--- src/rtl/dlm_pkg.sv ---
// shared types, constants and digit helpers for the decimal long multiplier
package dlm_pkg;

  localparam int unsigned MAX_DIGITS_DEF     = 32;
  localparam int unsigned PRODUCT_DIGITS_DEF = 64;
  localparam int unsigned DIGIT_W            = 4;
  localparam int unsigned LEN_W              = 6;
  localparam int unsigned POS_W              = 6;
  localparam int unsigned QUEUE_DEPTH        = 2;

  localparam logic OP_FIRST  = 1'b0;
  localparam logic OP_SECOND = 1'b1;

  typedef struct packed {
    logic               bank;
    logic [LEN_W-1:0]   first_len;
    logic [LEN_W-1:0]   second_len;
    logic               negative;
    logic               overflow;
  } job_t;

  typedef struct packed {
    logic               en;
    logic               op;
    logic               bank;
    logic [LEN_W-2:0]   idx;
    logic [DIGIT_W-1:0] digit;
  } store_wr_t;

  typedef enum logic [3:0] {
    BK_IDLE,
    BK_MUL_RD,
    BK_MUL_WR,
    BK_CARRY,
    BK_SCAN_RD,
    BK_SCAN_CK,
    BK_EMIT_RD,
    BK_EMIT_OUT,
    BK_ZERO
  } back_state_e;

  function automatic logic [DIGIT_W-1:0] clamp_digit(input logic [DIGIT_W-1:0] d);
    return (d > 4'd9) ? 4'd9 : d;
  endfunction

  // valid for sums up to 99: multiply by 205/2048
  function automatic logic [DIGIT_W-1:0] div10(input logic [6:0] s);
    logic [14:0] p;
    p = 15'(s) * 15'd205;
    return p[14:11];
  endfunction

  function automatic logic [DIGIT_W-1:0] mod10(input logic [6:0] s);
    logic [6:0] t;
    t = s - 7'(div10(s)) * 7'd10;
    return t[3:0];
  endfunction

endpackage

--- src/rtl/dlm_queue.sv ---
// two-entry job queue between the digit loader and the multiply engine
module dlm_queue (
  input  logic          clk_i,
  input  logic          rst_ni,
  input  logic          push_i,
  input  dlm_pkg::job_t job_i,
  input  logic          pop_i,
  output logic          valid_o,
  output dlm_pkg::job_t job_o
);
  import dlm_pkg::*;

  localparam int unsigned PTR_W = (QUEUE_DEPTH > 1) ? $clog2(QUEUE_DEPTH) : 1;
  localparam int unsigned CNT_W = $clog2(QUEUE_DEPTH + 1);
  localparam logic [CNT_W-1:0] CNT_FULL = QUEUE_DEPTH[CNT_W-1:0];
  localparam logic [PTR_W-1:0] PTR_LAST = PTR_W'(QUEUE_DEPTH - 1);

  job_t             entry_q [QUEUE_DEPTH];
  logic [PTR_W-1:0] wr_ptr_q, wr_ptr_d;
  logic [PTR_W-1:0] rd_ptr_q, rd_ptr_d;
  logic [CNT_W-1:0] count_q, count_d;
  logic             do_pop;

  assign valid_o = (count_q != '0);
  assign job_o   = entry_q[rd_ptr_q];
  assign do_pop  = pop_i && valid_o;

  always_comb begin
    wr_ptr_d = wr_ptr_q;
    rd_ptr_d = rd_ptr_q;
    count_d  = count_q;
    if (push_i) begin
      wr_ptr_d = (wr_ptr_q == PTR_LAST) ? '0 : wr_ptr_q + 1'b1;
    end
    if (do_pop) begin
      rd_ptr_d = (rd_ptr_q == PTR_LAST) ? '0 : rd_ptr_q + 1'b1;
    end
    if (push_i && !do_pop) begin
      count_d = count_q + 1'b1;
    end else if (!push_i && do_pop) begin
      count_d = count_q - 1'b1;
    end
  end

  always_ff @(posedge clk_i or negedge rst_ni) begin
    if (!rst_ni) begin
      wr_ptr_q <= '0;
      rd_ptr_q <= '0;
      count_q  <= '0;
    end else begin
      wr_ptr_q <= wr_ptr_d;
      rd_ptr_q <= rd_ptr_d;
      count_q  <= count_d;
    end
  end

  always_ff @(posedge clk_i) begin
    if (push_i) begin
      entry_q[wr_ptr_q] <= job_i;
    end
  end

  a_no_overrun: assert property (@(posedge clk_i) disable iff (!rst_ni)
    push_i |-> (count_q != CNT_FULL) || do_pop)
    else $error("job queue overrun");

endmodule

--- src/rtl/dlm_front.sv ---
// digit loader: takes input beats, fills the operand banks and queues products
module dlm_front #(
  parameter int unsigned MAX_DIGITS = dlm_pkg::MAX_DIGITS_DEF
) (
  input  logic                          clk_i,
  input  logic                          rst_ni,
  input  logic                          start_i,
  output logic                          busy_o,
  input  logic                          op_i,
  input  logic [dlm_pkg::DIGIT_W-1:0]   digit_i,
  input  logic                          negative_i,
  input  logic                          last_i,
  input  logic                          done_i,
  output dlm_pkg::store_wr_t            wr_o,
  output logic                          push_o,
  output dlm_pkg::job_t                 job_o
);
  import dlm_pkg::*;

  localparam logic [LEN_W-1:0] MAX_LEN   = MAX_DIGITS[LEN_W-1:0];
  localparam logic [1:0]       JOBS_FULL = QUEUE_DEPTH[1:0];

  logic             bank_q, bank_d;
  logic [LEN_W-1:0] first_len_q, first_len_d;
  logic [LEN_W-1:0] second_len_q, second_len_d;
  logic             closed_q, closed_d;
  logic             sign_q, sign_d;
  logic             ovf_q, ovf_d;
  logic [1:0]       jobs_q, jobs_d;

  logic             accept;
  logic [LEN_W-1:0] eff_first;
  logic [LEN_W-1:0] sec_len_n;
  logic             ovf_n;

  assign busy_o    = (jobs_q == JOBS_FULL);
  assign accept    = start_i && !busy_o;
  // a first-operand beat after the close starts a new number
  assign eff_first = closed_q ? '0 : first_len_q;

  always_comb begin
    bank_d       = bank_q;
    first_len_d  = first_len_q;
    second_len_d = second_len_q;
    closed_d     = closed_q;
    sign_d       = sign_q;
    ovf_d        = ovf_q;
    sec_len_n    = second_len_q;
    ovf_n        = ovf_q;
    push_o       = 1'b0;
    wr_o.en      = 1'b0;
    wr_o.op      = op_i;
    wr_o.bank    = bank_q;
    wr_o.idx     = '0;
    wr_o.digit   = clamp_digit(digit_i);
    job_o.bank       = bank_q;
    job_o.first_len  = first_len_q;
    job_o.second_len = second_len_q;
    job_o.negative   = sign_q ^ negative_i;
    job_o.overflow   = ovf_q;

    if (accept) begin
      if (op_i == OP_FIRST) begin
        closed_d    = last_i;
        first_len_d = eff_first;
        if (eff_first < MAX_LEN) begin
          wr_o.en     = 1'b1;
          wr_o.idx    = eff_first[LEN_W-2:0];
          first_len_d = eff_first + 1'b1;
        end else begin
          ovf_d = 1'b1;
        end
        if (last_i) begin
          sign_d = negative_i;
        end
      end else begin
        if (second_len_q < MAX_LEN) begin
          wr_o.en   = 1'b1;
          wr_o.idx  = second_len_q[LEN_W-2:0];
          sec_len_n = second_len_q + 1'b1;
        end else begin
          ovf_n = 1'b1;
        end
        if (last_i) begin
          push_o           = 1'b1;
          job_o.second_len = sec_len_n;
          job_o.overflow   = ovf_n;
          first_len_d      = '0;
          second_len_d     = '0;
          closed_d         = 1'b0;
          ovf_d            = 1'b0;
          bank_d           = ~bank_q;
        end else begin
          second_len_d = sec_len_n;
          ovf_d        = ovf_n;
        end
      end
    end

    jobs_d = jobs_q;
    if (push_o && !done_i) begin
      jobs_d = jobs_q + 1'b1;
    end else if (!push_o && done_i) begin
      jobs_d = jobs_q - 1'b1;
    end
  end

  always_ff @(posedge clk_i or negedge rst_ni) begin
    if (!rst_ni) begin
      bank_q       <= 1'b0;
      first_len_q  <= '0;
      second_len_q <= '0;
      closed_q     <= 1'b0;
      sign_q       <= 1'b0;
      ovf_q        <= 1'b0;
      jobs_q       <= '0;
    end else begin
      bank_q       <= bank_d;
      first_len_q  <= first_len_d;
      second_len_q <= second_len_d;
      closed_q     <= closed_d;
      sign_q       <= sign_d;
      ovf_q        <= ovf_d;
      jobs_q       <= jobs_d;
    end
  end

  a_done_has_job: assert property (@(posedge clk_i) disable iff (!rst_ni)
    done_i |-> jobs_q != '0)
    else $error("product finished with no job in flight");

endmodule

--- src/rtl/dlm_back.sv ---
// multiply engine: operand banks, schoolbook row loop, product store and digit emission
module dlm_back #(
  parameter int unsigned MAX_DIGITS     = dlm_pkg::MAX_DIGITS_DEF,
  parameter int unsigned PRODUCT_DIGITS = dlm_pkg::PRODUCT_DIGITS_DEF
) (
  input  logic                          clk_i,
  input  logic                          rst_ni,
  input  dlm_pkg::store_wr_t            wr_i,
  input  logic                          job_valid_i,
  input  dlm_pkg::job_t                 job_i,
  output logic                          job_pop_o,
  output logic                          done_o,
  output logic                          strobe_o,
  output logic [dlm_pkg::DIGIT_W-1:0]   digit_res_o,
  output logic                          negative_res_o,
  output logic                          overflow_o,
  output logic                          last_res_o
);
  import dlm_pkg::*;

  localparam int unsigned IW  = (MAX_DIGITS > 1) ? $clog2(MAX_DIGITS) : 1;
  localparam int unsigned PAW = $clog2(PRODUCT_DIGITS);
  localparam logic [POS_W:0] PD_L = PRODUCT_DIGITS[POS_W:0];

  logic [DIGIT_W-1:0] first_mem  [2][MAX_DIGITS];
  logic [DIGIT_W-1:0] second_mem [2][MAX_DIGITS];
  logic [DIGIT_W-1:0] prod_mem   [PRODUCT_DIGITS];

  back_state_e        state_q, state_d;
  job_t               job_q, job_d;
  logic [LEN_W-2:0]   a_q, a_d;
  logic [LEN_W-2:0]   b_q, b_d;
  logic [DIGIT_W-1:0] carry_q, carry_d;
  logic [POS_W-1:0]   k_q, k_d;
  logic               ovf_q, ovf_d;

  logic               res_valid_q, res_valid_d;
  logic [DIGIT_W-1:0] res_digit_q, res_digit_d;
  logic               res_neg_q, res_neg_d;
  logic               res_ovf_q, res_ovf_d;
  logic               res_last_q, res_last_d;

  logic [DIGIT_W-1:0] fd_q, sd_q, pd_q;
  logic [LEN_W-1:0]   fidx, sidx;
  logic [POS_W-1:0]   pos, cpos;
  logic               pos_ok, cpos_ok;
  logic               row_end, col_end;
  logic [DIGIT_W-1:0] cur;
  logic [6:0]         sum;
  logic [DIGIT_W-1:0] sum_q10, sum_r10;
  logic [POS_W:0]     len_sum, top_lim;
  logic [POS_W-1:0]   k_start;

  logic               pwr_en;
  logic [PAW-1:0]     pwr_addr;
  logic [DIGIT_W-1:0] pwr_data;
  logic [PAW-1:0]     prd_addr;

  // digits are stored most significant first, rows run from the least significant
  assign fidx    = job_q.first_len - 1'b1 - LEN_W'(a_q);
  assign sidx    = job_q.second_len - 1'b1 - LEN_W'(b_q);
  assign pos     = POS_W'(a_q) + POS_W'(b_q);
  assign cpos    = POS_W'(a_q) + job_q.second_len;
  assign pos_ok  = {1'b0, pos} < PD_L;
  assign cpos_ok = {1'b0, cpos} < PD_L;
  assign col_end = (LEN_W'(b_q) == job_q.second_len - 1'b1);
  assign row_end = (LEN_W'(a_q) == job_q.first_len - 1'b1);

  // row zero sees an empty product, later rows read what earlier rows left
  assign cur     = ((a_q == '0) || !pos_ok) ? '0 : pd_q;
  assign sum     = 7'(fd_q) * 7'(sd_q) + 7'(cur) + 7'(carry_q);
  assign sum_q10 = div10(sum);
  assign sum_r10 = mod10(sum);

  assign len_sum = {1'b0, job_q.first_len} + {1'b0, job_q.second_len};
  assign top_lim = (len_sum < PD_L) ? len_sum : PD_L;
  assign k_start = top_lim[POS_W-1:0] - 1'b1;

  always_ff @(posedge clk_i) begin
    if (wr_i.en) begin
      if (wr_i.op == OP_FIRST) begin
        first_mem[wr_i.bank][wr_i.idx[IW-1:0]] <= wr_i.digit;
      end else begin
        second_mem[wr_i.bank][wr_i.idx[IW-1:0]] <= wr_i.digit;
      end
    end
    fd_q <= first_mem[job_q.bank][fidx[IW-1:0]];
    sd_q <= second_mem[job_q.bank][sidx[IW-1:0]];
  end

  always_ff @(posedge clk_i) begin
    if (pwr_en) begin
      prod_mem[pwr_addr] <= pwr_data;
    end
    pd_q <= prod_mem[prd_addr];
  end

  // next state
  always_comb begin
    state_d = state_q;
    unique case (state_q)
      BK_IDLE: begin
        if (job_valid_i) begin
          if ((job_i.first_len == '0) || (job_i.second_len == '0)) begin
            state_d = BK_ZERO;
          end else begin
            state_d = BK_MUL_RD;
          end
        end
      end
      BK_MUL_RD:   state_d = BK_MUL_WR;
      BK_MUL_WR:   state_d = col_end ? BK_CARRY : BK_MUL_RD;
      BK_CARRY:    state_d = row_end ? BK_SCAN_RD : BK_MUL_RD;
      BK_SCAN_RD:  state_d = BK_SCAN_CK;
      BK_SCAN_CK: begin
        if (k_q == '0) begin
          state_d = BK_IDLE;
        end else if (pd_q != '0) begin
          state_d = BK_EMIT_RD;
        end else begin
          state_d = BK_SCAN_RD;
        end
      end
      BK_EMIT_RD:  state_d = BK_EMIT_OUT;
      BK_EMIT_OUT: state_d = (k_q == '0) ? BK_IDLE : BK_EMIT_RD;
      BK_ZERO:     state_d = BK_IDLE;
      default:     state_d = BK_IDLE;
    endcase
  end

  // datapath and result beats
  always_comb begin
    job_d       = job_q;
    a_d         = a_q;
    b_d         = b_q;
    carry_d     = carry_q;
    k_d         = k_q;
    ovf_d       = ovf_q;
    job_pop_o   = 1'b0;
    pwr_en      = 1'b0;
    pwr_addr    = pos[PAW-1:0];
    pwr_data    = sum_r10;
    prd_addr    = pos[PAW-1:0];
    res_valid_d = 1'b0;
    res_digit_d = res_digit_q;
    res_neg_d   = res_neg_q;
    res_ovf_d   = res_ovf_q;
    res_last_d  = res_last_q;

    unique case (state_q)
      BK_IDLE: begin
        if (job_valid_i) begin
          job_pop_o = 1'b1;
          job_d     = job_i;
          ovf_d     = job_i.overflow;
          a_d       = '0;
          b_d       = '0;
          carry_d   = '0;
        end
      end
      BK_MUL_RD: begin
      end
      BK_MUL_WR: begin
        if (pos_ok) begin
          pwr_en = 1'b1;
        end else if (sum_r10 != '0) begin
          ovf_d = 1'b1;
        end
        carry_d = sum_q10;
        if (!col_end) begin
          b_d = b_q + 1'b1;
        end
      end
      BK_CARRY: begin
        // the carry slot is written even when zero so the next row reads it clean
        pwr_addr = cpos[PAW-1:0];
        pwr_data = carry_q;
        if (cpos_ok) begin
          pwr_en = 1'b1;
        end else if (carry_q != '0) begin
          ovf_d = 1'b1;
        end
        if (row_end) begin
          k_d = k_start;
        end else begin
          a_d     = a_q + 1'b1;
          b_d     = '0;
          carry_d = '0;
        end
      end
      BK_SCAN_RD: begin
        prd_addr = k_q[PAW-1:0];
      end
      BK_SCAN_CK: begin
        if (pd_q != '0) begin
          res_valid_d = 1'b1;
          res_digit_d = pd_q;
          res_neg_d   = job_q.negative;
          res_ovf_d   = ovf_q;
          res_last_d  = (k_q == '0);
        end else if (k_q == '0) begin
          // all digits zero: one unsigned zero
          res_valid_d = 1'b1;
          res_digit_d = '0;
          res_neg_d   = 1'b0;
          res_ovf_d   = ovf_q;
          res_last_d  = 1'b1;
        end
        if (k_q != '0) begin
          k_d = k_q - 1'b1;
        end
      end
      BK_EMIT_RD: begin
        prd_addr = k_q[PAW-1:0];
      end
      BK_EMIT_OUT: begin
        res_valid_d = 1'b1;
        res_digit_d = pd_q;
        res_neg_d   = job_q.negative;
        res_ovf_d   = ovf_q;
        res_last_d  = (k_q == '0);
        if (k_q != '0) begin
          k_d = k_q - 1'b1;
        end
      end
      BK_ZERO: begin
        res_valid_d = 1'b1;
        res_digit_d = '0;
        res_neg_d   = 1'b0;
        res_ovf_d   = ovf_q;
        res_last_d  = 1'b1;
      end
      default: begin
      end
    endcase
  end

  always_ff @(posedge clk_i or negedge rst_ni) begin
    if (!rst_ni) begin
      state_q     <= BK_IDLE;
      res_valid_q <= 1'b0;
    end else begin
      state_q     <= state_d;
      res_valid_q <= res_valid_d;
    end
  end

  always_ff @(posedge clk_i) begin
    job_q       <= job_d;
    a_q         <= a_d;
    b_q         <= b_d;
    carry_q     <= carry_d;
    k_q         <= k_d;
    ovf_q       <= ovf_d;
    res_digit_q <= res_digit_d;
    res_neg_q   <= res_neg_d;
    res_ovf_q   <= res_ovf_d;
    res_last_q  <= res_last_d;
  end

  assign strobe_o       = res_valid_q;
  assign digit_res_o    = res_digit_q;
  assign negative_res_o = res_neg_q;
  assign overflow_o     = res_ovf_q;
  assign last_res_o     = res_last_q;
  assign done_o         = res_valid_q && res_last_q;

  a_digit_range: assert property (@(posedge clk_i) disable iff (!rst_ni)
    res_valid_q |-> res_digit_q <= 4'd9)
    else $error("product digit out of decimal range");

  a_beat_spacing: assert property (@(posedge clk_i) disable iff (!rst_ni)
    res_valid_q && !res_last_q |-> ##2 res_valid_q)
    else $error("gap inside a product");

  a_last_ends: assert property (@(posedge clk_i) disable iff (!rst_ni)
    res_valid_q && res_last_q |=> !res_valid_q)
    else $error("beat after the final product digit");

endmodule

--- src/rtl/decimal_long_multiplier.sv ---
// top level of the signed decimal long multiplier
// Operand digits enter one beat per cycle, most significant first, on start while busy is
// low; the last beat of the second number queues a product. Two operand banks let the next
// pair load while a product is worked; busy rises once two products are held and falls
// when the older one has sent its final digit. A product of L1 by L2 digits runs the
// schoolbook row loop (one shared 4x4 multiply and decimal carry step, a read and a write
// of the product store per digit pair, one carry write per row), then a leading-zero
// search and output over the top min(L1+L2, PRODUCT_DIGITS) product digits. An empty
// operand gives a single zero.
// Result beats come with strobe_o high for one cycle each, and the receiver cannot
// stall them.
module decimal_long_multiplier #(
  parameter int unsigned MAX_DIGITS     = dlm_pkg::MAX_DIGITS_DEF,
  parameter int unsigned PRODUCT_DIGITS = dlm_pkg::PRODUCT_DIGITS_DEF
) (
  input  logic                          clk_i,
  input  logic                          rst_ni,
  input  logic                          start,
  output logic                          busy,
  input  logic                          op_i,
  input  logic [dlm_pkg::DIGIT_W-1:0]   digit_i,
  input  logic                          negative_i,
  input  logic                          last_i,
  output logic                          strobe_o,
  output logic [dlm_pkg::DIGIT_W-1:0]   digit_res_o,
  output logic                          negative_res_o,
  output logic                          overflow_o,
  output logic                          last_res_o
);
  import dlm_pkg::*;

  store_wr_t wr;
  job_t      push_job;
  job_t      head_job;
  logic      push;
  logic      pop;
  logic      head_valid;
  logic      done;

  dlm_front #(
    .MAX_DIGITS (MAX_DIGITS)
  ) u_front (
    .clk_i      (clk_i),
    .rst_ni     (rst_ni),
    .start_i    (start),
    .busy_o     (busy),
    .op_i       (op_i),
    .digit_i    (digit_i),
    .negative_i (negative_i),
    .last_i     (last_i),
    .done_i     (done),
    .wr_o       (wr),
    .push_o     (push),
    .job_o      (push_job)
  );

  dlm_queue u_queue (
    .clk_i   (clk_i),
    .rst_ni  (rst_ni),
    .push_i  (push),
    .job_i   (push_job),
    .pop_i   (pop),
    .valid_o (head_valid),
    .job_o   (head_job)
  );

  dlm_back #(
    .MAX_DIGITS     (MAX_DIGITS),
    .PRODUCT_DIGITS (PRODUCT_DIGITS)
  ) u_back (
    .clk_i          (clk_i),
    .rst_ni         (rst_ni),
    .wr_i           (wr),
    .job_valid_i    (head_valid),
    .job_i          (head_job),
    .job_pop_o      (pop),
    .done_o         (done),
    .strobe_o       (strobe_o),
    .digit_res_o    (digit_res_o),
    .negative_res_o (negative_res_o),
    .overflow_o     (overflow_o),
    .last_res_o     (last_res_o)
  );

endmodule
--- config.mk ---
export PLATFORM = sky130hd
export DESIGN_NAME = decimal_long_multiplier
export DESIGN_NICKNAME = d
export VERILOG_FILES = /design/src/rtl/dlm_pkg.sv /design/src/rtl/dlm_queue.sv /design/src/rtl/dlm_front.sv /design/src/rtl/dlm_back.sv /design/src/rtl/decimal_long_multiplier.sv
export SDC_FILE = /design/constraint.sdc
export NUM_CORES = 1
export LEC_CHECK = 0
export BUFFER_PORTS_ARGS = -buffer_cell sky130_fd_sc_hd__buf_2
export CAP_MARGIN = 20
export CELL_PAD_IN_SITES_DETAIL_PLACEMENT = 1
export CELL_PAD_IN_SITES_GLOBAL_PLACEMENT = 1
export CORE_UTILIZATION = 30
export CTS_CLUSTER_SIZE = 25
export DETAILED_ROUTE_END_ITERATION = 7
export GPL_TIMING_DRIVEN = 0
export PLACE_DENSITY_LB_ADDON = 0.1
export SLEW_MARGIN = 30
export SYNTH_ARGS = -nofsm -noshare
export SYNTH_HDL_FRONTEND = slang
export SYNTH_SLANG_ARGS = --single-unit
export TNS_END_PERCENT = 1
--- constraint.sdc ---
create_clock -name clk_i -period 18.7 [get_ports clk_i]
set_clock_uncertainty 0.05 [all_clocks]
set_input_delay 0.935 -clock clk_i [delete_from_list [all_inputs] [get_ports clk_i]]
set_output_delay 0.935 -clock clk_i [all_outputs]
set_load 0.02 [all_outputs]
* Word-level counts from Yosys, hierarchy flattened
Memory sizes are Yosys's and may differ from the RTL's. A register that Yosys moved wholly into a read port is not among the register bits. Cells that the tools add are included.
Operators by class: eq/ne operators 19, bitwise gates (word level) 6, $mul 3, reductions and logical operators 44, order comparisons 8, add/subtract/negate cells 22, muxes and demuxes 99
Operators by type and width (count):
- 128-bit two-way mux | 2
- 6-bit two-way mux | 14
- 4-bit two-way mux | 15
- 4-bit binary-select mux with 5-bit select | 2
- 5-bit two-way mux | 8
- 1-bit two-way mux | 39
- 4-bit case mux with 8 select lines | 1
- 4-bit case mux with 3 select lines | 2
- 6-bit by 1-bit subtractor with 6-bit output, second input constant | 4
- 4-bit demux with 5-bit select | 1
- 6-bit greater-or-equal comparator, second input constant | 3
- 6-bit logical NOT | 3
- 5-bit NOT with 6-bit output | 3
- 4-bit by 3-bit == test with 1-bit output, second input constant | 4
- 7-bit by 8-bit multiplier with 15-bit output, second input constant | 1
- 5-bit case mux with 3 select lines | 1
- 3-bit AND reduction | 5
- 7-bit by 4-bit adder with 7-bit output | 2
- 6-bit by 1-bit adder with 6-bit output, second input constant | 2
- 5-bit by 6-bit == test with 1-bit output | 2
- 6-bit less-than comparator, second input constant | 2
- 2-bit two-way mux | 6
- 6-bit case mux with 2 select lines | 1
- 2-bit AND reduction | 6
- 38 further kinds | 72
Storage, ports and cells: output and inout port bits 9, memory bits (writable) 798, word-level logic and storage cells 232, register bits 77, memories 4
Memories:
- u_back.first_mem | depth 2, width 128, rd ports 1, clocked after Yosys merged registers in 1, wr ports 1, line dlm_back.sv:25 | logic [DIGIT_W-1:0] first_mem [2][MAX_DIGITS];
- u_back.prod_mem | depth 64, width 4, rd ports 1, clocked after Yosys merged registers in 1, wr ports 1, line dlm_back.sv:27 | logic [DIGIT_W-1:0] prod_mem [PRODUCT_DIGITS];
- u_back.second_mem | depth 2, width 128, rd ports 1, clocked after Yosys merged registers in 1, wr ports 1, line dlm_back.sv:26 | logic [DIGIT_W-1:0] second_mem [2][MAX_DIGITS];
- u_queue.entry_q | depth 2, width 15, rd ports 1, clocked after Yosys merged registers in 0, wr ports 1, line dlm_queue.sv:18 | job_t entry_q [QUEUE_DEPTH];

* Depth between registers and ports, before layout
Gate-level depths: netlist of run 1.
depth in word-level cells 11, gate-level depth with buffers 34, gate-level depth less buffers 34

* Modules after synthesis
From an unflattened synthesis of run 1, not the netlist that was laid out.
Second synthesis, totals: cell total of the unflattened synthesis 2326, area total of the unflattened synthesis 38504.4 um^2
Modules (own cells, without submodules):
- dlm_back | times used 1, cells each 2119, area each 35858.1 um^2
- dlm_front | times used 1, cells each 145, area each 1328.8 um^2
- dlm_queue | times used 1, cells each 62, area each 1317.5 um^2

* Least setup slack after synthesis of run 1
No wires, ideal clock.
kind register -> register, from reg u_back.a_q[1], to mem u_back.prod_mem[0][3], data pin, arrival 8.917 ns, period minus slack after synthesis 9.516 ns, path slack 9.184 ns, path buffers 0, cell stages (with the launch flop) 31, data required time 18.102 ns, setup time 0.548 ns, cell sequence edfxtp_1 -> inv_1 -> ha_1 -> nand3_1 -> and2_1 -> fa_1 -> inv_1 -> fa_1 -> fa_1 -> inv_1 -> ha_1 -> a21o_1 -> a21oi_1 -> xnor2_1 -> ha_1 -> ha_1 -> fa_1 -> fa_1 -> ha_1 -> a21o_1 -> o311a_1 -> o21ai_0 -> xnor2_1 -> inv_1 -> ha_1 -> inv_1 -> fa_1 -> xor2_1 -> xnor2_1 -> xnor2_1 -> a21oi_1
On the way: word-level cells in the longest chain between the ends 8
RTL lines:
- start, declared | line dlm_back.sv:31 | logic [LEN_W-2:0] a_q, a_d;
- start signal, assigned | line dlm_back.sv:250 | a_q <= a_d;
- 5-bit logical NOT | line dlm_back.sv:70 | assign cur = ((a_q == '0) || !pos_ok) ? '0 : pd_q;
- 4-bit two-way mux | line dlm_back.sv:70
- 7-bit by 4-bit adder with 7-bit output (2 in series) | line dlm_back.sv:71 | assign sum = 7'(fd_q) * 7'(sd_q) + 7'(cur) + 7'(carry_q);
- 7-bit by 8-bit multiplier with 15-bit output
- net u_back.sum_q10[0] | line dlm_back.sv:50 | logic [DIGIT_W-1:0] sum_q10, sum_r10;
- 4-bit by 3-bit multiplier with 3-bit output | line dlm_pkg.sv:55 | t = s - 7'(div10(s)) * 7'd10;
- 4-bit subtractor | line dlm_pkg.sv:55
- 4-bit two-way mux | line dlm_back.sv:150 | unique case (state_q)
- net u_back.pwr_data[3] | line dlm_back.sv:56 | logic [DIGIT_W-1:0] pwr_data;
- end, declared | line dlm_back.sv:27
The timed path passes the listed nets, and every way through them passes these cells.

* Worst setup path in the final report of run 1
from reg u_back.a_q[1], to mem u_back.prod_mem[20][3], data pin
Same word-level chain as after synthesis.

==> metrics.csv, run 1 <==
stage,metric,value,unit
global_routing,antenna violations before repair,1,
layout,Layout area overhead,15.9,%
layout,Ant. Diodes,0,
yosys,Post-Syn Instances,2625,
floorplan,Core ar.,134000,um2
clocking,Bufs on Longest Clock Path,3,
drt,final WL,119,mm
yosys,Unique masters post-synth,63,
yosys,Post-Syn Nets,2742,
floorplan,Die X,371,um
yosys,Mapped Area,40800,um2
layout,Multi-input gate area,13900,um2
layout,FILL cells,13670,
clocking,H-tree levels,3,
yosys,post-synthesis sequential area ratio,0.641,
layout,most frequent cells in the layout,"840 x edfxtp_1, 354 x mux2i_1, 255 x nor2_1",
place,PortBufs,17,
critical_path,Reg2Reg Depth,33,
clocking,TritonCTS clock tree,yes,
drt,vias per inst,4.99,
global_routing,total global routing overflow,0,
floorplan,die height,371,um
floorplan,FP Rows,134,
clocking,Post-CTS Resized,0,
critical_path,"most used cell, CP",fa_1,
timing,fmax,109,MHz
place,Final GP Congestion,0.808,
drt,First-pass DRT Iterations,5,
layout,"most common cell after layout, fill and taps aside",edfxtp_1,
yosys,ys async rst share,0.0307,
critical_path,worst-path maximum fanout,20,
clocking,cts hold-fix bufs,0,
critical_path,CP Class,flip-flop to flip-flop,
timing,Least-Margin Pin Slew,1020,ps
timing,unrepaired setup endpoints after global routing,no,
clocking,Clock Sinks,880,
global_routing,number of global-route vias before repair,25141,
critical_path,Worst setup SP type,flip-flop,
layout,fin util,0.352,
critical_path,Top Family by Delay on Critical Path,adder cells,
drt,Post-DRT Antenna Nets,0,
yosys,yosys warns,0,
critical_path,Crit Reg-Reg Endpoint,u_back.prod_mem[20][3],
yosys,mean post-synth cell area,15.5,um2
yosys,"Primary FF master, synth",edfxtp_1,
clocking,Worst-path clk slew,60,ps
yosys,Synth top area share,0.618,
global_routing,first-pass GRT wire length,174,mm
timing,Max-Slew Margin vs Limit,0.313,
floorplan,total I/O pin count,19,
floorplan,die area,137000,um2
critical_path,r2r startpoint,u_back.a_q[1],
critical_path,Levels on crit path,33,
layout,Register Area,26200,um2
yosys,Synth area leaders,"edfxtp_1 62%, mux4_2 8.8%, mux2i_1 8.7%",
place,hpwl dp,87.2,mm
layout,share of cells above drive strength 1,0.172,
drt,DRC,0,
timing,final setup vio count,0,
global_routing,Total GRT Usage,0.174,
outcome,status,"complete, no violations",
clocking,CTS Buf Count,102,
timing,pins over their slew limit,0,
critical_path,CP Capture Type,flip-flop,
hold_path,hold crit path type,input pin to asynchronous set/reset pin,
yosys,post-synth top area cell,edfxtp_1,
critical_path,critical path's slowest cell,fa_1,
critical_path,"slowest stage delay, CP",560,ps
critical_path,Worst EP required,19090,ps
global_routing,largest net degree at the start of global routing,65,
layout,Final #Nets,2889,
clocking,post-CTS setup buffers,0,
drt,initial DRC count,1447,
critical_path,CP bufs+invs,8,
floorplan,Initial Utilization,0.304,
drt,DR vias,23080,
yosys,number of flops mapped to enable cells by yosys,840,
timing,setup TNS,0,ps
drt,drt wl/cell,25.7,um
timing,post-layout min period,9200,ps
clocking,root buf cell,clkbuf_16,
critical_path,FF-to-FF setup slack,9500,ps
critical_path,worst path arrival time,9600,ps
flow_run,Max Cap Viol,0,
yosys,register bit total from synthesis,880,
timing,Tcrit/Tclk final,0.492,
timing,"Hold Violations, Final",0,
clocking,clock latency at the later pin of the worst-skew pair,730,ps
logic make-up after synthesis:
| kind of cell | after synthesis | synth area share |
|---|---|---|
| compound gates | 226 | 0.0347 |
| xor+xnor | 65 | 0.0140 |
| fa+ha+maj | 107 | 0.0374 |
| buf+inv | 204 | 0.0216 |
| flops | 880 | 0.641 |
| mux | 572 | 0.192 |
| simple gates | 571 | 0.0597 |
worst max path at each step:
stage | end | slack [ps] | startpoint
after floorplan | u_back.prod_mem[0][3] | 9180 | u_back.a_q[1]
after global placement | u_back.prod_mem[28][3] | 4620 | u_back.a_q[1]
after detailed placement | u_back.prod_mem[20][3] | 9360 | u_back.a_q[1]
after CTS | u_back.prod_mem[21][3] | 9300 | u_back.a_q[1]
after global routing | u_back.prod_mem[20][3] | 8920 | u_back.a_q[1]
final | u_back.prod_mem[20][3] | 9500 | u_back.a_q[1]
flip-flops by register name, indices dropped and copies added, names as in the netlist, 6 cells and up, named ones only:
register	count
u_back.prod_mem	256
u_back.first_mem	256
u_back.k_q	6
u_queue.entry_q	30
u_back.second_mem	256
u_front.first_len_q	6
u_front.second_len_q	6
u_back.job_q	14
layout make-up:
class / instances / area share
flip-flops and latches: 880 / 0.553
multi-input cells: 1541 / 0.293
clock buffers: 125 / 0.0576
well taps: 1768 / 0.0468
clock inverters: 68 / 0.0166
repair buffers: 43 / 0.0139
plain buffers: 128 / 0.0128
inverters: 76 / 0.00603
Yosys cell counts, types with 3 or more instances:
library cell and count:
dfrtp_1 27, buf_4 5, nand2_1 190, nor2_1 256, and3_1 8, nand4_1 6, or3_1 4, mux2_2 56
xnor2_1 39, clkbuf_1 63, nand2b_1 7, nor3b_1 5, a211oi_1 21, mux4_2 160, a31oi_1 4, nor3_1 17
inv_1 76, fa_1 25, mux2i_1 354, o21ai_1 3, nand3b_1 5, buf_1 11, buf_6 4, dfxtp_1 13
o21ai_0 67, a22o_1 5, ha_1 82, nor4_1 5, o22ai_1 16, xor2_1 26, a2111oi_0 17, nand3_1 32
a21o_1 17, nor2b_1 11, edfxtp_1 840, a21oi_1 48, o21bai_1 7, buf_2 44, a22oi_1 9, and2_1 14
routing by layer:
layer | GRT usage | wire (um)
met1 | 0.223 | 52300
met2 | 0.307 | 60300
met3 | 0.0254 | 3390
met4 | 0.0463 | 3000
met5 | 0 | 0
stage by stage:
stage	cell area, um2	hold WS, ps	worst slack (ps)	cells
detailed placement	43800	370	9360	4436
finish	47300	227	9500	4629
CTS	47300	200	9300	4629
global route	47300	230	8920	4629
floorplan	40800	350	9180	2625
global placement	43100	353	4620	4410
Power of run 1 is left out: the tool's default activity adds up to more than one toggle a clock period on the data nets, which glitch-free logic cannot reach.
==> run 2: changes to the inputs <==
==> constraint.sdc (replaced) <==
create_clock -name clk_i -period 9.25 [get_ports clk_i]
set_clock_uncertainty 0.05 [all_clocks]
set_input_delay 0.4625 -clock clk_i [delete_from_list [all_inputs] [get_ports clk_i]]
set_output_delay 0.4625 -clock clk_i [all_outputs]
set_load 0.02 [all_outputs]
==> run 2 against run 1 <==
Net effect: via count down 1.1%; register-to-register slack got worse by 9000 ps; maximum frequency rose by 5.4%; final cell count about the same; non-clock buffer count is 4 higher; critical path depth down 2; die area unchanged; critical path type unchanged.
==> metrics.csv, run 2 (synthesized netlist as in run 1, its figures left out) <==
stage,metric,value,unit,change
layout,Ant. Diodes,0,,unchanged
timing,pins over their slew limit,0,,unchanged
layout,Final #Nets,2892,,+0.10%
clocking,root buf cell,clkbuf_16,,
floorplan,Initial Utilization,0.304,,unchanged
timing,"Hold Violations, Final",0,,unchanged
critical_path,worst-path maximum fanout,14,,-30%
hold_path,Worst Min Path Start,op_i,,
timing,Max-Slew Margin vs Limit,0.317,,+0.00428
timing,post-layout min period,8730,ps,-473 ps
hold_path,hold crit path type,input pin to flip-flop,,
hold_path,hold path cells,4,,
layout,share of cells above drive strength 1,0.169,,-0.00344
drt,uppermost layer routed,met4,,
layout,"most common cell after layout, fill and taps aside",edfxtp_1,,
drt,M1 WL,49.6,mm,-5.3%
clocking,Worst-path clk slew,60,ps,about the same
drt,metal2 WL,61.3,mm,+1.6%
drt,drt wl/cell,25.6,um,-0.33%
drt,DRC,0,,unchanged
floorplan,die height,371,um,unchanged
layout,Post-Layout Cell Count,4628,,-0.022%
critical_path,Worst EP required,9710,ps,-9380 ps
timing,unrepaired setup endpoints after global routing,no,,
drt,final WL,119,mm,-0.35%
floorplan,FP Rows,134,,unchanged
critical_path,Crit Reg-Reg Endpoint,u_back.prod_mem[23][3],,
critical_path,critical path's slowest cell,edfxtp_1,,
place,placed instance count,4438,,+0.045%
timing,Min Hold Slack,162,ps,-65.3 ps
place,hpwl dp,86.2,mm,-1.2%
timing,setup TNS,0,ps,unchanged
drt,initial DRC count,1300,,-10%
hold_path,Hold Path Sink,u_front.closed_q,,
flow_run,Max Cap Viol,0,,unchanged
drt,detailed-routed wire length on met3,3.47,mm,+2.2%
global_routing,largest net degree at the start of global routing,65,,unchanged
clocking,post-CTS setup buffers,0,,unchanged
global_routing,antenna violations before repair,2,,+1
timing,fmax,115,MHz,+5.4%
critical_path,worst path arrival time,9190,ps,-410 ps
critical_path,"slowest stage delay, CP",560,ps,about the same
critical_path,Worst setup SP type,flip-flop,,
global_routing,first-pass GRT wire length,173,mm,-0.67%
floorplan,Core ar.,134000,um2,unchanged
drt,Post-DRT Antenna Nets,0,,unchanged
place,PortBufs,17,,unchanged
critical_path,CP Class,flip-flop to flip-flop,,
drt,DR vias,22829,,-1.1%
timing,Tcrit/Tclk final,0.944,,+0.452
floorplan,die area,137000,um2,unchanged
layout,Layout area overhead,15.7,%,
clocking,clock latency at the later pin of the worst-skew pair,700,ps,-30 ps
outcome,status,"complete, no violations",,
critical_path,r2r startpoint,u_back.a_q[1],,
critical_path,CP bufs+invs,6,,-2
layout,FILL cells,13726,,+0.41%
global_routing,number of global-route vias before repair,25032,,-0.43%
timing,final setup vio count,0,,unchanged
critical_path,FF-to-FF setup slack,520,ps,-8980 ps
drt,First-pass DRT Iterations,5,,unchanged
layout,most frequent cells in the layout,"840 x edfxtp_1, 354 x mux2i_1, 255 x nor2_1",,
critical_path,Top Family by Delay on Critical Path,adder cells,,
clocking,H-tree levels,3,,unchanged
clocking,CTS Buf Count,101,,-0.98%
timing,Least-Margin Pin Slew,1020,ps,-4.82 ps
clocking,Clock Sinks,880,,unchanged
clocking,TritonCTS clock tree,yes,,
clocking,Bufs on Longest Clock Path,3,,unchanged
floorplan,Die X,371,um,unchanged
critical_path,Reg2Reg Depth,31,,-6.1%
critical_path,CP Capture Type,flip-flop,,
global_routing,Total GRT Usage,0.174,,-0.000458
drt,vias per inst,4.93,,-1.1%
floorplan,total I/O pin count,19,,unchanged
global_routing,total global routing overflow,0,,unchanged
place,Final GP Congestion,0.805,,-0.41%
==> run 2: changes by cell type in the layout (fill, tap and decap cells not counted), moves of 2 or more <==
cell	previous run	this run
buf_16	13	16
clkinv_2	22	17
nor4_1	5	3
nor4_2	0	2
bufinv_16	12	10
clkinvlp_4	6	3
buf_8	10	7
clkinv_1	19	26
clkbuf_16	104	101
dlygate4sd3_1	0	2
==> run 2: worst max-delay path by stage <==
stage	from	to	slack, ps	depth (start not counted)
2_1_floorplan	u_back.a_q[1]	u_back.prod_mem[0][1]	440	25
6_report	u_back.a_q[1]	u_back.prod_mem[23][3]	520	31
3_3_place_gp	u_back.a_q[1]	u_back.prod_mem[45][1]	-3870	22
4_1_cts	u_back.a_q[1]	u_back.prod_mem[23][3]	120	28
3_5_place_dp	u_back.a_q[1]	u_back.prod_mem[36][3]	150	28
5_1_grt	u_back.a_q[1]	u_back.prod_mem[23][3]	70	28
==> run 2: stage by stage <==
stage | cell area [um2] | setup slack, ps | utilization
floorplan | 40800 | 442 | -
CTS | 47200 | 119 | 0.352
finish | 47200 | 520 | 0.352
global route | 47200 | 73.9 | 0.352
global placement | 43100 | -3870 | 0.321
detailed placement | 43800 | 152 | 0.327
==> run 2: worst register-to-register path: cells and delay by family, from the launching register on <==
kind | cells | cell delay [ps]
AOI/OAI and AO/OA | 6 | 1630
xor gates and xnor gates | 5 | 860
adders and majority gates | 12 | 4360
buffers and inverters | 6 | 730
DFF | 1 | 560
and+or+nand+nor | 2 | 360
==> run 2: what timing repair did <==
item,4_1_cts,5_1_grt
gates resized for setup,0,1
endpoints found under the setup margin,0,61
endpoints found under the hold margin,30,0
hold buffers,2,0
==> run 2: final cells by class <==
type	count	area, um2	area share
Tap cell	1768	2210	0.0469
Clock buffer	123	2650	0.0562
Buffer	128	602	0.0128
Sequential cell	880	26200	0.554
Timing Repair Buffer	47	734	0.0156
Inverter	76	285	0.00605
Clock inverter	65	677	0.0143
Multi-Input combinational cell	1541	13900	0.294
==> run 2: layer usage <==
layer / global-route usage / vias up
li1: - / 10420
met1: 0.211 / 11883
met2: 0.311 / 342
met3: 0.0265 / 184
met4: 0.0619 / 0
met5: 0 / -
Power of run 2 is left out for the same reason.
==> run 3: changes to the inputs <==
--- a/config.mk
+++ b/config.mk
@@ -9,7 +9,7 @@
 export CAP_MARGIN = 20
 export CELL_PAD_IN_SITES_DETAIL_PLACEMENT = 1
 export CELL_PAD_IN_SITES_GLOBAL_PLACEMENT = 1
-export CORE_UTILIZATION = 30
+export CORE_UTILIZATION = 34
 export CTS_CLUSTER_SIZE = 25
 export DETAILED_ROUTE_END_ITERATION = 7
 export GPL_TIMING_DRIVEN = 0
==> run 3 against run 2 <==
Net effect: register-to-register slack got worse by 20 ps; clock-buffer cell count rose by 13; worst setup slack got worse by 19 ps; core utilization grew 4.4 points; global-route usage increased by 1.8 points; highest routed layer unchanged.
==> metrics.csv, run 3 (synthesized netlist as in run 1, its figures left out) <==
stage,metric,value,unit,change
outcome,status,"complete, no violations",,
hold_path,hold path cells,2,,-2
layout,share of cells above drive strength 1,0.167,,-0.00122
hold_path,Hold Path Sink,u_front.second_len_q[2],,
global_routing,largest net degree at the start of global routing,59,,-9.2%
hold_path,hold crit path type,input pin to flip-flop,,
critical_path,Top Family by Delay on Critical Path,adder cells,,
layout,"most common cell after layout, fill and taps aside",edfxtp_1,,
critical_path,Worst EP required,9700,ps,about the same
timing,Tcrit/Tclk final,0.946,,+0.00210
flow_run,Max Cap Viol,0,,unchanged
timing,final setup vio count,0,,unchanged
critical_path,worst-path maximum fanout,22,,+8
critical_path,Reg2Reg Depth,29,,-6.5%
layout,most frequent cells in the layout,"840 x edfxtp_1, 354 x mux2i_1, 255 x nor2_1",,
clocking,post-CTS setup buffers,0,,unchanged
timing,fmax,114,MHz,-0.22%
critical_path,CP Class,flip-flop to flip-flop,,
layout,Layout area overhead,15.0,%,
drt,DRC,0,,unchanged
layout,Ant. Diodes,0,,unchanged
global_routing,met2 Use GR,0.350,,+0.0388
timing,Least-Margin Pin Slew,987,ps,-29.5 ps
timing,Max-Slew Margin vs Limit,0.342,,+0.0249
critical_path,critical path's slowest cell,edfxtp_1,,
global_routing,antenna violations before repair,0,,-2
critical_path,FF-to-FF setup slack,500,ps,-20 ps
critical_path,Levels on crit path,29,,-6.5%
critical_path,"slowest stage delay, CP",550,ps,about the same
floorplan,total I/O pin count,19,,unchanged
global_routing,number of global-route vias before repair,25316,,+1.1%
layout,Register Area,26200,um2,unchanged
clocking,TritonCTS clock tree,yes,,
global_routing,first-pass GRT wire length,171,mm,-1.1%
place,PortBufs,17,,unchanged
hold_path,Worst Min Path Start,last_i,,
critical_path,Worst setup SP type,flip-flop,,
global_routing,met1 Track Usage GR,0.233,,+0.0216
floorplan,Initial Utilization,0.344,,+0.0400
timing,post-layout min period,8750,ps,+19.4 ps
floorplan,die area,121000,um2,-12%
clocking,H-tree levels,3,,unchanged
floorplan,die height,348,um,-6.0%
critical_path,worst path arrival time,9200,ps,about the same
critical_path,r2r startpoint,u_back.a_q[1],,
layout,fin util,0.396,,+0.0440
place,hpwl dp,84.0,mm,-2.5%
drt,final WL,116,mm,-2.2%
global_routing,met3 usage,0.0248,,-0.00171
drt,First-pass DRT Iterations,5,,unchanged
clocking,Bufs on Longest Clock Path,3,,unchanged
global_routing,total global routing overflow,0,,unchanged
floorplan,FP Rows,126,,-6.0%
layout,Final #Nets,2889,,-0.10%
drt,Post-DRT Antenna Nets,0,,unchanged
floorplan,Die X,348,um,-6.0%
drt,DR vias,22999,,+0.74%
place,Final GP Congestion,0.812,,+0.86%
drt,drt wl/cell,26.1,um,+1.7%
timing,pins over their slew limit,0,,unchanged
layout,Multi-input gate area,13900,um2,about the same
critical_path,CP Capture Type,flip-flop,,
critical_path,Crit Reg-Reg Endpoint,u_back.prod_mem[48][3],,
critical_path,"most used cell, CP",fa_1,,
clocking,clock latency at the later pin of the worst-skew pair,690,ps,about the same
floorplan,Core ar.,119000,um2,-12%
timing,"Hold Violations, Final",0,,unchanged
timing,unrepaired setup endpoints after global routing,no,,
layout,FILL cells,11964,,-13%
drt,vias per inst,5.17,,+4.8%
clocking,Worst-path clk slew,60,ps,about the same
clocking,Clock Sinks,880,,unchanged
global_routing,GRT Max-Usage Layer,met2,,
clocking,root buf cell,clkbuf_16,,
global_routing,Total GRT Usage,0.192,,+0.0179
clocking,CTS Buf Count,100,,-0.99%
drt,initial DRC count,1460,,+12%
critical_path,CP bufs+invs,6,,unchanged
[run 3: cell types whose count changed in the layout (fill, tap and decap cells not counted), moves of 2 or more]
| cell | before | now |
|---|---|---|
| bufinv_16 | 10 | 12 |
| clkbuf_1 | 79 | 92 |
| clkinv_1 | 26 | 9 |
| clkinv_16 | 4 | 1 |
| clkinv_2 | 17 | 15 |
| clkinv_4 | 3 | 0 |
| inv_16 | 0 | 2 |
[run 3: how the worst max path moves through the flow]
stage	from	endpoint	slack, ps
2_1_floorplan	u_back.a_q[1]	u_back.prod_mem[0][1]	440
3_3_place_gp	u_back.a_q[1]	u_back.prod_mem[36][1]	-3450
3_5_place_dp	u_back.a_q[1]	u_back.prod_mem[61][3]	180
4_1_cts	u_back.a_q[1]	u_back.prod_mem[48][3]	150
5_1_grt	u_back.a_q[1]	u_back.prod_mem[48][3]	70
6_report	u_back.a_q[1]	u_back.prod_mem[48][3]	500
[run 3: layout make-up]
class | instances | area share
clock buffers | 136 | 0.0575
well taps | 1600 | 0.0427
inverters | 76 | 0.00608
plain buffers | 128 | 0.0128
multi-input cells | 1541 | 0.295
clock inverters | 45 | 0.0128
flip-flops and latches | 880 | 0.557
repair buffers | 45 | 0.0151
[run 3: what timing repair did]
item                       CTS  global route
hold buffers                 2             0
hold endpoints to repair    28             0
setup endpoints to repair    0            34
resized for setup            0             1
[run 3: routing by layer]
metal / vias to the layer above / wire length, um
met5: - / 0
met4: 0 / 3690
met3: 176 / 3120
met2: 338 / 60900
met1: 12093 / 48300
li1: 10392 / -
[run 3: metrics by stage]
step                hold slack (ps)  setup TNS, ps  instance area, um2  setup WS [ps]  std cells
global route                    168              0               46900           72.3       4451
finish                          166              0               46900            500       4451
CTS                             115              0               46900            149       4451
floorplan                       117              0               40800            442       2625
global placement                370        -411330               42900          -3450       4242
detailed placement              393              0               43600            178       4268
[run 3: worst register-to-register path, delay by kind of cell, from the launching register on]
| family | cells | cell delay, ps |
|---|---|---|
| and+or+nand+nor | 2 | 320 |
| adders and majority gates | 12 | 4600 |
| xor gates and xnor gates | 5 | 1140 |
| buffers and inverters | 6 | 800 |
| AOI/OAI and AO/OA | 4 | 1130 |
| DFF | 1 | 550 |
Power of run 3 is left out for the same reason.
